==> src/rtl/core/rv32ex_pkg.sv <==
// ============================================================================
// rv32ex_pkg: shared definitions for the RV32 subset execute core
// Opcode and error codes, and the fixed constants of the instruction set.
// ============================================================================
package rv32ex_pkg;

    localparam int REG_COUNT  = 32;
    localparam int REG_IDX_W  = $clog2(REG_COUNT);
    localparam int XLEN       = 32;
    localparam int PLEN_W     = 16;

    // LUI/AUIPC place the immediate from bit 12 up; links are byte based.
    localparam int               UPPER_SHIFT = 12;
    localparam logic [XLEN-1:0]  LINK_OFFSET = 32'd4;
    localparam logic [XLEN-1:0]  ALIGN_MASK  = ~32'd1;

    typedef enum logic [4:0] {
        OP_NOP   = 5'd0,
        OP_ADD   = 5'd1,
        OP_ADDI  = 5'd2,
        OP_SUB   = 5'd3,
        OP_LI    = 5'd4,
        OP_SW    = 5'd5,
        OP_BEQ   = 5'd6,
        OP_BNE   = 5'd7,
        OP_BGE   = 5'd8,
        OP_BLT   = 5'd9,
        OP_MUL   = 5'd10,
        OP_LUI   = 5'd11,
        OP_AUIPC = 5'd12,
        OP_AND   = 5'd13,
        OP_OR    = 5'd14,
        OP_XOR   = 5'd15,
        OP_ANDI  = 5'd16,
        OP_SLL   = 5'd17,
        OP_SRL   = 5'd18,
        OP_SRA   = 5'd19,
        OP_SLLI  = 5'd20,
        OP_SRLI  = 5'd21,
        OP_SRAI  = 5'd22,
        OP_JALR  = 5'd23,
        OP_JAL   = 5'd24
    } opcode_t;

    typedef enum logic [1:0] {
        ERR_NONE       = 2'd0,
        ERR_X0_WRITE   = 2'd1,
        ERR_BAD_OPCODE = 2'd2
    } error_t;

endpackage

==> src/rtl/core/rv32_subset_execute_core_top.sv <==
// ============================================================================
// rv32_subset_execute_core_top: RV32 subset execute core
// Pipeline: the accept edge registers the operands into the execute stage,
// and the execute stage then writes the result register when that register
// is empty or being taken.
// Throughput: one instruction word per cycle while the result side is not
// stalled; the register file write of one instruction is forwarded into the
// operand read of the next. Reset clears PC, halt flag, program length and
// the register file valid bits at once; there is no clearing pass.
// ============================================================================
module rv32_subset_execute_core_top (
    input  logic                               aclk,
    input  logic                               aresetn,

    input  logic                               cfg_wr_en,
    input  logic [rv32ex_pkg::PLEN_W-1:0]      cfg_wr_data,

    input  logic                               s_valid,
    output logic                               s_ready,
    input  logic [4:0]                         s_opcode,
    input  logic [rv32ex_pkg::REG_IDX_W-1:0]   s_dest_reg,
    input  logic [rv32ex_pkg::REG_IDX_W-1:0]   s_src_one_reg,
    input  logic [rv32ex_pkg::REG_IDX_W-1:0]   s_src_two_reg,
    input  logic signed [rv32ex_pkg::XLEN-1:0] s_immediate,

    output logic                               m_valid,
    input  logic                               m_ready,
    output logic [rv32ex_pkg::XLEN-1:0]        m_next_pc,
    output logic                               m_halted,
    output logic [1:0]                         m_error_code,
    output logic                               m_store_valid,
    output logic [rv32ex_pkg::XLEN-1:0]        m_store_address,
    output logic [rv32ex_pkg::XLEN-1:0]        m_store_data
);

    localparam int XLEN  = rv32ex_pkg::XLEN;
    localparam int IDX_W = rv32ex_pkg::REG_IDX_W;
    localparam int NREG  = rv32ex_pkg::REG_COUNT;

    // Architectural state
    logic [XLEN-1:0]               pc_reg, pc_next;
    logic                          stopped_reg, stopped_next;
    logic [rv32ex_pkg::PLEN_W-1:0] prog_len_reg;

    // Register file: memory plus one valid bit per entry (invalid reads zero)
    logic [XLEN-1:0]               rf_mem [NREG];
    logic [NREG-1:0]               rf_valid_reg;

    // Execute stage
    logic                          ex_valid_reg;
    logic [4:0]                    ex_op_reg;
    logic [IDX_W-1:0]              ex_rd_reg;
    logic [XLEN-1:0]               ex_imm_reg;
    logic [XLEN-1:0]               opa_reg;
    logic [XLEN-1:0]               opb_reg;

    // Result register
    logic                          out_valid_reg;
    logic [XLEN-1:0]               out_pc_reg;
    logic                          out_halted_reg;
    logic [1:0]                    out_err_reg;
    logic                          out_st_valid_reg;
    logic [XLEN-1:0]               out_st_addr_reg;
    logic [XLEN-1:0]               out_st_data_reg;

    logic                          s_accept;
    logic                          ex_fire;
    logic [IDX_W-1:0]              rd_addr_b;

    logic                          wr_en;
    logic [IDX_W-1:0]              wr_addr;
    logic [XLEN-1:0]               wr_data;

    logic [XLEN-1:0]               alu_res;
    logic                          alu_wb;
    logic [XLEN-1:0]               target;
    logic                          is_alu;
    rv32ex_pkg::error_t            err_next;
    logic                          st_valid_next;
    logic [XLEN-1:0]               st_addr_next;
    logic [XLEN-1:0]               st_data_next;
    logic                          commit;

    // ------------------------------------------------------------------------
    // Handshake
    // ------------------------------------------------------------------------
    assign ex_fire  = ex_valid_reg && (!out_valid_reg || m_ready);
    assign s_ready  = !ex_valid_reg || ex_fire;
    assign s_accept = s_valid && s_ready;

    // Branches and stores take their second operand from dest_reg.
    always_comb begin
        if (s_opcode inside {rv32ex_pkg::OP_SW, rv32ex_pkg::OP_BEQ, rv32ex_pkg::OP_BNE,
                             rv32ex_pkg::OP_BGE, rv32ex_pkg::OP_BLT}) begin
            rd_addr_b = s_dest_reg;
        end else begin
            rd_addr_b = s_src_two_reg;
        end
    end

    // ------------------------------------------------------------------------
    // Register file
    // ------------------------------------------------------------------------
    always_ff @(posedge aclk) begin
        if (wr_en) begin
            rf_mem[wr_addr] <= wr_data;
        end
    end

    always_ff @(posedge aclk) begin
        if (!aresetn) begin
            rf_valid_reg <= '0;
        end else if (wr_en) begin
            rf_valid_reg[wr_addr] <= 1'b1;
        end
    end

    // Operand read. A write landing on the same edge is forwarded.
    always_ff @(posedge aclk) begin
        if (s_accept) begin
            if (wr_en && wr_addr == s_src_one_reg) begin
                opa_reg <= wr_data;
            end else if (rf_valid_reg[s_src_one_reg]) begin
                opa_reg <= rf_mem[s_src_one_reg];
            end else begin
                opa_reg <= '0;
            end

            if (wr_en && wr_addr == rd_addr_b) begin
                opb_reg <= wr_data;
            end else if (rf_valid_reg[rd_addr_b]) begin
                opb_reg <= rf_mem[rd_addr_b];
            end else begin
                opb_reg <= '0;
            end

            ex_op_reg  <= s_opcode;
            ex_rd_reg  <= s_dest_reg;
            ex_imm_reg <= s_immediate;
        end
    end

    // ------------------------------------------------------------------------
    // Execute
    // ------------------------------------------------------------------------
    always_comb begin
        alu_res = '0;
        alu_wb  = 1'b0;
        target  = pc_reg;
        case (ex_op_reg)
            rv32ex_pkg::OP_ADD:   begin alu_res = opa_reg + opb_reg;   alu_wb = 1'b1; end
            rv32ex_pkg::OP_ADDI:  begin alu_res = opa_reg + ex_imm_reg; alu_wb = 1'b1; end
            rv32ex_pkg::OP_SUB:   begin alu_res = opa_reg - opb_reg;   alu_wb = 1'b1; end
            rv32ex_pkg::OP_LI:    begin alu_res = ex_imm_reg;          alu_wb = 1'b1; end
            rv32ex_pkg::OP_MUL:   begin alu_res = opa_reg * opb_reg;   alu_wb = 1'b1; end
            rv32ex_pkg::OP_LUI: begin
                alu_res = ex_imm_reg << rv32ex_pkg::UPPER_SHIFT;
                alu_wb  = 1'b1;
            end
            rv32ex_pkg::OP_AUIPC: begin
                alu_res = pc_reg + (ex_imm_reg << rv32ex_pkg::UPPER_SHIFT);
                alu_wb  = 1'b1;
            end
            rv32ex_pkg::OP_AND:   begin alu_res = opa_reg & opb_reg;    alu_wb = 1'b1; end
            rv32ex_pkg::OP_OR:    begin alu_res = opa_reg | opb_reg;    alu_wb = 1'b1; end
            rv32ex_pkg::OP_XOR:   begin alu_res = opa_reg ^ opb_reg;    alu_wb = 1'b1; end
            rv32ex_pkg::OP_ANDI:  begin alu_res = opa_reg & ex_imm_reg; alu_wb = 1'b1; end
            rv32ex_pkg::OP_SLL:   begin alu_res = opa_reg << opb_reg[4:0]; alu_wb = 1'b1; end
            rv32ex_pkg::OP_SRL:   begin alu_res = opa_reg >> opb_reg[4:0]; alu_wb = 1'b1; end
            rv32ex_pkg::OP_SRA: begin
                alu_res = $unsigned($signed(opa_reg) >>> opb_reg[4:0]);
                alu_wb  = 1'b1;
            end
            rv32ex_pkg::OP_SLLI:  begin alu_res = opa_reg << ex_imm_reg[4:0]; alu_wb = 1'b1; end
            rv32ex_pkg::OP_SRLI:  begin alu_res = opa_reg >> ex_imm_reg[4:0]; alu_wb = 1'b1; end
            rv32ex_pkg::OP_SRAI: begin
                alu_res = $unsigned($signed(opa_reg) >>> ex_imm_reg[4:0]);
                alu_wb  = 1'b1;
            end
            rv32ex_pkg::OP_BEQ: begin
                if (opb_reg == opa_reg) target = pc_reg + ex_imm_reg;
            end
            rv32ex_pkg::OP_BNE: begin
                if (opb_reg != opa_reg) target = pc_reg + ex_imm_reg;
            end
            rv32ex_pkg::OP_BGE: begin
                if ($signed(opb_reg) >= $signed(opa_reg)) target = pc_reg + ex_imm_reg;
            end
            rv32ex_pkg::OP_BLT: begin
                if ($signed(opb_reg) < $signed(opa_reg)) target = pc_reg + ex_imm_reg;
            end
            rv32ex_pkg::OP_JALR: begin
                alu_res = pc_reg + rv32ex_pkg::LINK_OFFSET;
                alu_wb  = 1'b1;
                target  = (opa_reg + ex_imm_reg) & rv32ex_pkg::ALIGN_MASK;
            end
            rv32ex_pkg::OP_JAL: begin
                alu_res = pc_reg + rv32ex_pkg::LINK_OFFSET;
                alu_wb  = 1'b1;
                target  = pc_reg + ex_imm_reg;
            end
            default: begin
                alu_res = '0;
                alu_wb  = 1'b0;
                target  = pc_reg;
            end
        endcase
    end

    assign is_alu = ex_op_reg inside {
        rv32ex_pkg::OP_ADD, rv32ex_pkg::OP_ADDI, rv32ex_pkg::OP_SUB, rv32ex_pkg::OP_LI,
        rv32ex_pkg::OP_MUL, rv32ex_pkg::OP_AND, rv32ex_pkg::OP_OR, rv32ex_pkg::OP_XOR,
        rv32ex_pkg::OP_ANDI, rv32ex_pkg::OP_SLL, rv32ex_pkg::OP_SRL, rv32ex_pkg::OP_SRA,
        rv32ex_pkg::OP_SLLI, rv32ex_pkg::OP_SRLI, rv32ex_pkg::OP_SRAI};

    // Halt checks in priority order, then the normal commit.
    always_comb begin
        pc_next       = pc_reg;
        stopped_next  = stopped_reg;
        err_next      = rv32ex_pkg::ERR_NONE;
        st_valid_next = 1'b0;
        st_addr_next  = '0;
        st_data_next  = '0;
        commit        = 1'b0;
        if (!stopped_reg) begin
            if (pc_reg >= {{(XLEN-rv32ex_pkg::PLEN_W){1'b0}}, prog_len_reg} ||
                ex_op_reg == rv32ex_pkg::OP_NOP) begin
                stopped_next = 1'b1;
            end else if (ex_op_reg > rv32ex_pkg::OP_JAL) begin
                stopped_next = 1'b1;
                err_next     = rv32ex_pkg::ERR_BAD_OPCODE;
            end else if (ex_rd_reg == '0 && is_alu) begin
                stopped_next = 1'b1;
                err_next     = rv32ex_pkg::ERR_X0_WRITE;
            end else begin
                commit = 1'b1;
                if (target == pc_reg) begin
                    pc_next = pc_reg + XLEN'(1);
                end else begin
                    pc_next = target;
                end
                if (ex_op_reg == rv32ex_pkg::OP_SW) begin
                    st_valid_next = 1'b1;
                    st_addr_next  = ex_imm_reg + opa_reg;
                    st_data_next  = opb_reg;
                end
            end
        end
    end

    // Writes to x0 are dropped here, so entry zero never becomes valid.
    assign wr_en   = ex_fire && commit && alu_wb && (ex_rd_reg != '0);
    assign wr_addr = ex_rd_reg;
    assign wr_data = alu_res;

    // ------------------------------------------------------------------------
    // State, pipeline control and result register
    // ------------------------------------------------------------------------
    always_ff @(posedge aclk) begin
        if (!aresetn) begin
            pc_reg        <= '0;
            stopped_reg   <= 1'b0;
            prog_len_reg  <= '0;
            ex_valid_reg  <= 1'b0;
            out_valid_reg <= 1'b0;
        end else begin
            if (cfg_wr_en) begin
                prog_len_reg <= cfg_wr_data;
            end
            if (s_accept) begin
                ex_valid_reg <= 1'b1;
            end else if (ex_fire) begin
                ex_valid_reg <= 1'b0;
            end
            if (ex_fire) begin
                pc_reg        <= pc_next;
                stopped_reg   <= stopped_next;
                out_valid_reg <= 1'b1;
            end else if (m_ready) begin
                out_valid_reg <= 1'b0;
            end
        end
    end

    always_ff @(posedge aclk) begin
        if (ex_fire) begin
            out_pc_reg       <= pc_next;
            out_halted_reg   <= stopped_next;
            out_err_reg      <= err_next;
            out_st_valid_reg <= st_valid_next;
            out_st_addr_reg  <= st_addr_next;
            out_st_data_reg  <= st_data_next;
        end
    end

    assign m_valid         = out_valid_reg;
    assign m_next_pc       = out_pc_reg;
    assign m_halted        = out_halted_reg;
    assign m_error_code    = out_err_reg;
    assign m_store_valid   = out_st_valid_reg;
    assign m_store_address = out_st_addr_reg;
    assign m_store_data    = out_st_data_reg;

    // ------------------------------------------------------------------------
    // Assertions
    // ------------------------------------------------------------------------
    a_no_x0_write: assert property (@(posedge aclk) disable iff (!aresetn)
        wr_en |-> wr_addr != '0)
        else $error("register x0 written");

    a_halt_sticky: assert property (@(posedge aclk) disable iff (!aresetn)
        stopped_reg |=> stopped_reg)
        else $error("halt flag cleared without reset");

    a_pc_only_on_execute: assert property (@(posedge aclk) disable iff (!aresetn)
        !ex_fire |=> $stable(pc_reg))
        else $error("PC changed without an executed word");

    a_error_halts: assert property (@(posedge aclk) disable iff (!aresetn)
        (m_valid && m_error_code != rv32ex_pkg::ERR_NONE) |-> m_halted)
        else $error("error reported on a running core");

    a_store_clean: assert property (@(posedge aclk) disable iff (!aresetn)
        (m_valid && m_store_valid) |-> (!m_halted && m_error_code == rv32ex_pkg::ERR_NONE))
        else $error("store issued by a halted or failing word");

endmodule

==> config.mk <==
export PLATFORM = sky130hd
export DESIGN_NAME = rv32_subset_execute_core_top
export DESIGN_NICKNAME = d
export VERILOG_FILES = /design/src/rtl/core/rv32ex_pkg.sv /design/src/rtl/core/rv32_subset_execute_core_top.sv
export SDC_FILE = /design/constraint.sdc
export NUM_CORES = 2
export LEC_CHECK = 0
export BUFFER_PORTS_ARGS = -buffer_cell sky130_fd_sc_hd__clkbuf_2
export CAP_MARGIN = 20
export CORE_MARGIN = 3
export CORE_UTILIZATION = 35
export CTS_CLUSTER_DIAMETER = 150
export DETAILED_ROUTE_END_ITERATION = 16
export REMOVE_ABC_BUFFERS = 1
export SYNTH_ARGS = -nofsm -noshare
export SYNTH_HDL_FRONTEND = slang
export SYNTH_SLANG_ARGS = --single-unit
==> constraint.sdc <==
create_clock -name aclk -period 12.36 [get_ports aclk]
set_input_delay 1.236 -clock aclk [delete_from_list [all_inputs] [get_ports aclk]]
set_output_delay 1.236 -clock aclk [all_outputs]
set_load 0.02 [all_outputs]
* Word level (Yosys, flattened, before mapping)
Memories as Yosys holds them, arrays and structs flattened.
Index checks and enable logic that the tools add are counted.
** Storage, ports and cells
- Bits of input ports :: 73
- Output and inout port bits :: 102
- Memory bits (writable) :: 1024
- Logic and storage cells :: 148
- Memories :: 1
- Register bits :: 289
** Cells by class
- Shift operators :: 6
- Add/sub/neg operators :: 7
- Reduce and logical (&&, ||, !) cells :: 27
- Magnitude comparators :: 8
- Mux-type cells :: 40
- Equal/unequal tests :: 34
- $mul :: 1
- Bitwise logic cells :: 6
** Memories
- rf_mem :: words 32, bits a word 32, read ports 2, clocked after Yosys merged registers in 0, wr ports 1, RTL line rv32_subset_execute_core_top.sv:46 : logic [XLEN-1:0] rf_mem [NREG];
** Operators by type and width (number)
- $pmux 32 s18 :: 1
- $mux 32 :: 13
- $pmux 32 s6 :: 1
- $add 32x32->32 :: 4
- $and 32x32->32 :: 2
- $eq 32x32->1 :: 2
- $or 32x32->32 :: 2
- $shl 32x5->32 :: 2
- $shr 32x5->32 :: 2
- $sshr 32x5->32 :: 2
- $eq 5x4->1 const B :: 10
- $eq 5x5->1 const B :: 9
- $eq 5x3->1 const B :: 7
- $add 32x1->32 const B :: 1
- $add 32x3->32 const B :: 1
- $ge 32x16->1 :: 1
- $ge 32x32->1 :: 1
- $lt 32x32->1 :: 1
- $mul 32x32->32 :: 1
- $ne 32x32->1 :: 1
- $sub 32x32->32 :: 1
- $xor 32x32->32 :: 1
- $mux 1 :: 20
- $reduce_or 19->1 :: 1
- other kinds (22) :: 42

* Longest topological paths before layout
- Depth after elaboration :: 12
- Mapped depth :: 32
- Mapped depth without buffers :: 30

* Least setup slack after synthesis
OpenSTA, ideal clock, no wires.
- Path kind :: reg-to-reg
- From :: register opb_reg[2]
- To :: memory rf_mem[0][30], data pin
- Data required time :: 12.012 ns
- Cell stages (with the launch flop) :: 32
- Data arrival time :: 8.165 ns
- Setup slack :: 3.847 ns
- Path buffers :: 2
- Period minus slack after synthesis :: 8.513 ns
- Library setup time :: 0.348 ns
- Path through :: edfxtp_1 > buf_1 > clkinv_1 > clkbuf_1 > nor2_1 > fa_1 > inv_1 > fa_1 > fa_1 > inv_1 > fa_1 > ha_1 > ha_1 > inv_1 > fa_1 > inv_1 > fa_1 > ha_1 > or3_1 > a211oi_1 > o31ai_1 > a41oi_1 > a21oi_1 > a41o_1 > o41ai_1 > o311a_1 > a21oi_1 > a21o_1 > nand4b_1 > o311ai_0 > a221oi_1 > inv_1
** On the way
- Longest elaborated chain between the ends :: 2
- Elaborated cells between the ends (all ways) :: 7
- Those cells by class :: 2 x add/sub; 1 x mul; 3 x shift; 1 x mux
** Ends and longest elaborated chain
- from (decl) :: RTL line rv32_subset_execute_core_top.sv:55 : logic [XLEN-1:0] opb_reg;
- from (signal assigned) :: RTL line rv32_subset_execute_core_top.sv:130 : opb_reg <= wr_data;
- from (signal assigned) :: RTL line rv32_subset_execute_core_top.sv:132 : opb_reg <= rf_mem[rd_addr_b];
- $mul 32x32->32 (tied with other cells) :: RTL line rv32_subset_execute_core_top.sv:155 : rv32ex_pkg::OP_MUL: begin alu_res = opa_reg * opb_reg; alu_wb = 1'b1; end
- $pmux 32 s18 * :: RTL line rv32_subset_execute_core_top.sv:150 : case (ex_op_reg)
- net alu_res[30] :: RTL line rv32_subset_execute_core_top.sv:74 : logic [XLEN-1:0] alu_res;
- to (decl) :: RTL line rv32_subset_execute_core_top.sv:46
Mark *: on every way through the listed nets, which the timed path passes. The rest lies on a longest branch.

* Final worst setup path
- From :: register opb_reg[4]
- To :: memory rf_mem[2][26], data pin
Same word-level chain as after synthesis.

==> summary.txt <==
Synthesis
  • Post-synthesis sequential area ratio: 41.7%
  • Yosys warnings: 0
  • Cell count after synthesis: about 8500
  • Synth Flop Type: edfxtp_1
  • Synthesized flop and latch total: 1313
  • Yosys cell types: approximately 100
  • Post-synth EDFFs: 1230
  • Synth Cell Area: between 0.09 and 0.1 sq mm
  • Async set-reset flop share out of synthesis: 0%
  • Mean Syn Cell Area: around 11 sq um

Floorplanning
  • Die footprint: 0.270 sq mm
  • Num ports: 175
  • Num rows: ~190
  • Starting density of the core: about a third
  • Die height: approximately 520 um
  • Core area: 0.263 sq mm
  • Chip Width: approximately 520 um

STA
  • Fmax: 0.0968 GHz
  • Hold_ws: 0.484 ns
  • Final setup violation count: 0
  • Post-layout min period: 10.33 ns
  • Post-Route Skew: 0.0894 ns
  • Rel. slew slack: 14.8%
  • Final setup margin: a little over 2 ns
  • Final hold vios: 0
  • Worst Max-Slew Pin Slew: 1.28 ns
  • Max-slew violations: 0
  • RSZ-0062 raised after global routing: false
  • TNS Setup: 0 ns
  • Fin crit share: 83.5%

Place
  • Dpl cell area: 0.0982 sq mm
  • Dpl cells: 11800
  • Dpl hpwl: 250000 um
  • GP Congestion: 1.05
  • Buffers on Ports: around 170
  • DP Worst Slack: 2.16 ns

Setup path
  • Worst r2r src: opb_reg[4]
  • Flop-to-flop setup slack: 2.03 ns
  • Worst path required time: about 13 ns
  • R2r endpoint: rf_mem[2][26]
  • Slowest Stage Delay on Critical Path: 0.66 ns
  • Critical Path End Type: flop
  • CP max-delay cell: inv_1
  • CP max FO: 32
  • Crit path kind: flop to flop
  • Critical Path AT: 10.69 ns
  • Worst-case reg-to-reg path depth: 31
  • Startpoint type of the worst setup path: flop

Clock network
  • H-tree depth: 4
  • Clk_lat worst skew: 0.85 ns
  • Post-CTS sizing: 0
  • CTS root buf: clkbuf_16
  • Total CTS buffers: about 150
  • Clk buf depth: 3
  • Worst-path clk slew: approximately 0.070 ns
  • CTS tree: done
  • Hold buffers post-CTS: 0
  • Setup bufs post-CTS: 0
  • Clk sinks: 1313

Routing
  • Final WL: around 380000 um
  • Final ANT Viol Nets: 0
  • Vias per cell: 6.22
  • # DRC: 0
  • Drt first-iter violations: between 9000 and 10000
  • Router iterations before antenna repair: 8
  • Vias: 75300
  • Wire per inst: 31.2 um

Cells and area
  • Layout area overhead: 11.6%
  • Layout cells sized above 1: 13.6%
  • Largest Register: rf_mem
  • Most common cell after layout, fill and taps aside: edfxtp_1
  • Commonest cells after routing, fill and taps aside: edfxtp_1 (1230), nand2_1 (1063), nor2_1 (619)
  • Layout net count: between 9000 and 10000
  • Design area: 0.103 sq mm
  • Number of flip-flops in the largest register: 1024
  • # fillers: 25300
  • Finished Core Util: between 30% and 40%
  • Non-filler cells, final: 12100

Worst hold path
  • Hold Startpoint: rf_valid_reg[31]
  • Hold Crit Class: flop to flop
  • Hold EP: rf_valid_reg[31]
  • Hold depth: 1

Global routing
  • Total grt overflow: 0
  • GRT Resource Usage Total: a little over a quarter
  • Initial antenna violation count: 23
  • Vias in the first global route: approximately 73000
  • Pin count of the biggest net entering global routing: ~180
  • First-pass GRT wire length: between 500000 and 600000 um

Power and ir drop
  • Worst ir drop on vdd: 590 uV
  • Leakage: between 30 and 40 nW
  • Final Power: about 22 mW
  • Power Density: 213 mW/mm^2

Job
  • Max Cap Violations: 0

Status
  • Status: completed
[final cells by class]
class                           count  area (sq um)  area share [%]
Clock buffer                      172          3790            3.67
Antenna cell                        9          22.5          0.0218
Timing Repair Buffer              450          3080            2.98
Sequential cell                  1313         38600            37.4
Clock inverter                     98          1190            1.16
Inverter                          549          2060            2.00
Tap cell                         3515          4400            4.26
Multi-Input combinational cell   5996         50100            48.5
[where the power goes]
group | switching (mW) | internal [mW]
clock | 1.99 | 2.57
combinational | 7.92 | 3.85
sequential | 0.185 | 5.49
total | 10.1 | 11.9
[worst max-delay path, delay by kind of cell (launching register included)]
kind	cells	cell delay [ns]
fa+ha+maj	9	3.64
simple gates	3	0.60
buf+inv	8	1.94
xor+xnor	1	0.52
flops	1	0.38
compound gates	10	2.79
[worst max-delay path by stage]
stage                            from             end  slack (ns)  cells past startpoint
after floorplan           s_opcode[3]     opb_reg[31]      -13.61                     10
after global placement     opb_reg[4]  rf_mem[31][26]        2.26                     31
after detailed placement   opb_reg[4]  rf_mem[22][26]        2.16                     31
after CTS                  opb_reg[4]   rf_mem[2][26]        2.17                     31
after global routing       opb_reg[4]   rf_mem[3][26]        1.66                     31
final                      opb_reg[4]   rf_mem[2][26]        2.03                     31
[metal layers]
layer,part of all wire (%),wire (um),global-route usage (%),vias up
li1,-,-,-,31300
met1,38,144000,35.2,38000
met2,45,169000,42.0,4851
met3,11,40100,6.41,1146
met4,6.4,24000,14.3,12
met5,0.019,71,0,-
[synth_stat cells, types with 127 or more instances]
cell | count | area, sq um
ha_1 | 334 | 4180
clkbuf_1 | 541 | 2030
nand3_1 | 130 | 651
nor2_1 | 653 | 2450
a311oi_1 | 173 | 1520
xnor2_1 | 170 | 1490
nand2_1 | 1063 | 3990
and2_1 | 285 | 1780
a31oi_1 | 127 | 795
mux4_2 | 350 | 7880
a21oi_1 | 344 | 1720
inv_1 | 525 | 1970
o21ai_0 | 227 | 1140
fa_1 | 412 | 8250
a211oi_1 | 391 | 2940
mux2i_1 | 223 | 2230
edfxtp_1 | 1230 | 36900
[cell families (layout without fill, tap and decap cells)]
logic type | after synthesis | after routing | synth area share [%]
buf+inv | 1187 | 1269 | 4.86
compound gates | 1912 | 1912 | 14.6
simple gates | 2479 | 2479 | 12.0
mux | 589 | 589 | 11.1
fa+ha+maj | 746 | 746 | 13.4
other cells | 1 | 41 | 0.00406
xor+xnor | 238 | 238 | 2.25
flops | 1313 | 1313 | 41.7
No activity file was read; power rests on OpenSTA's default activity.
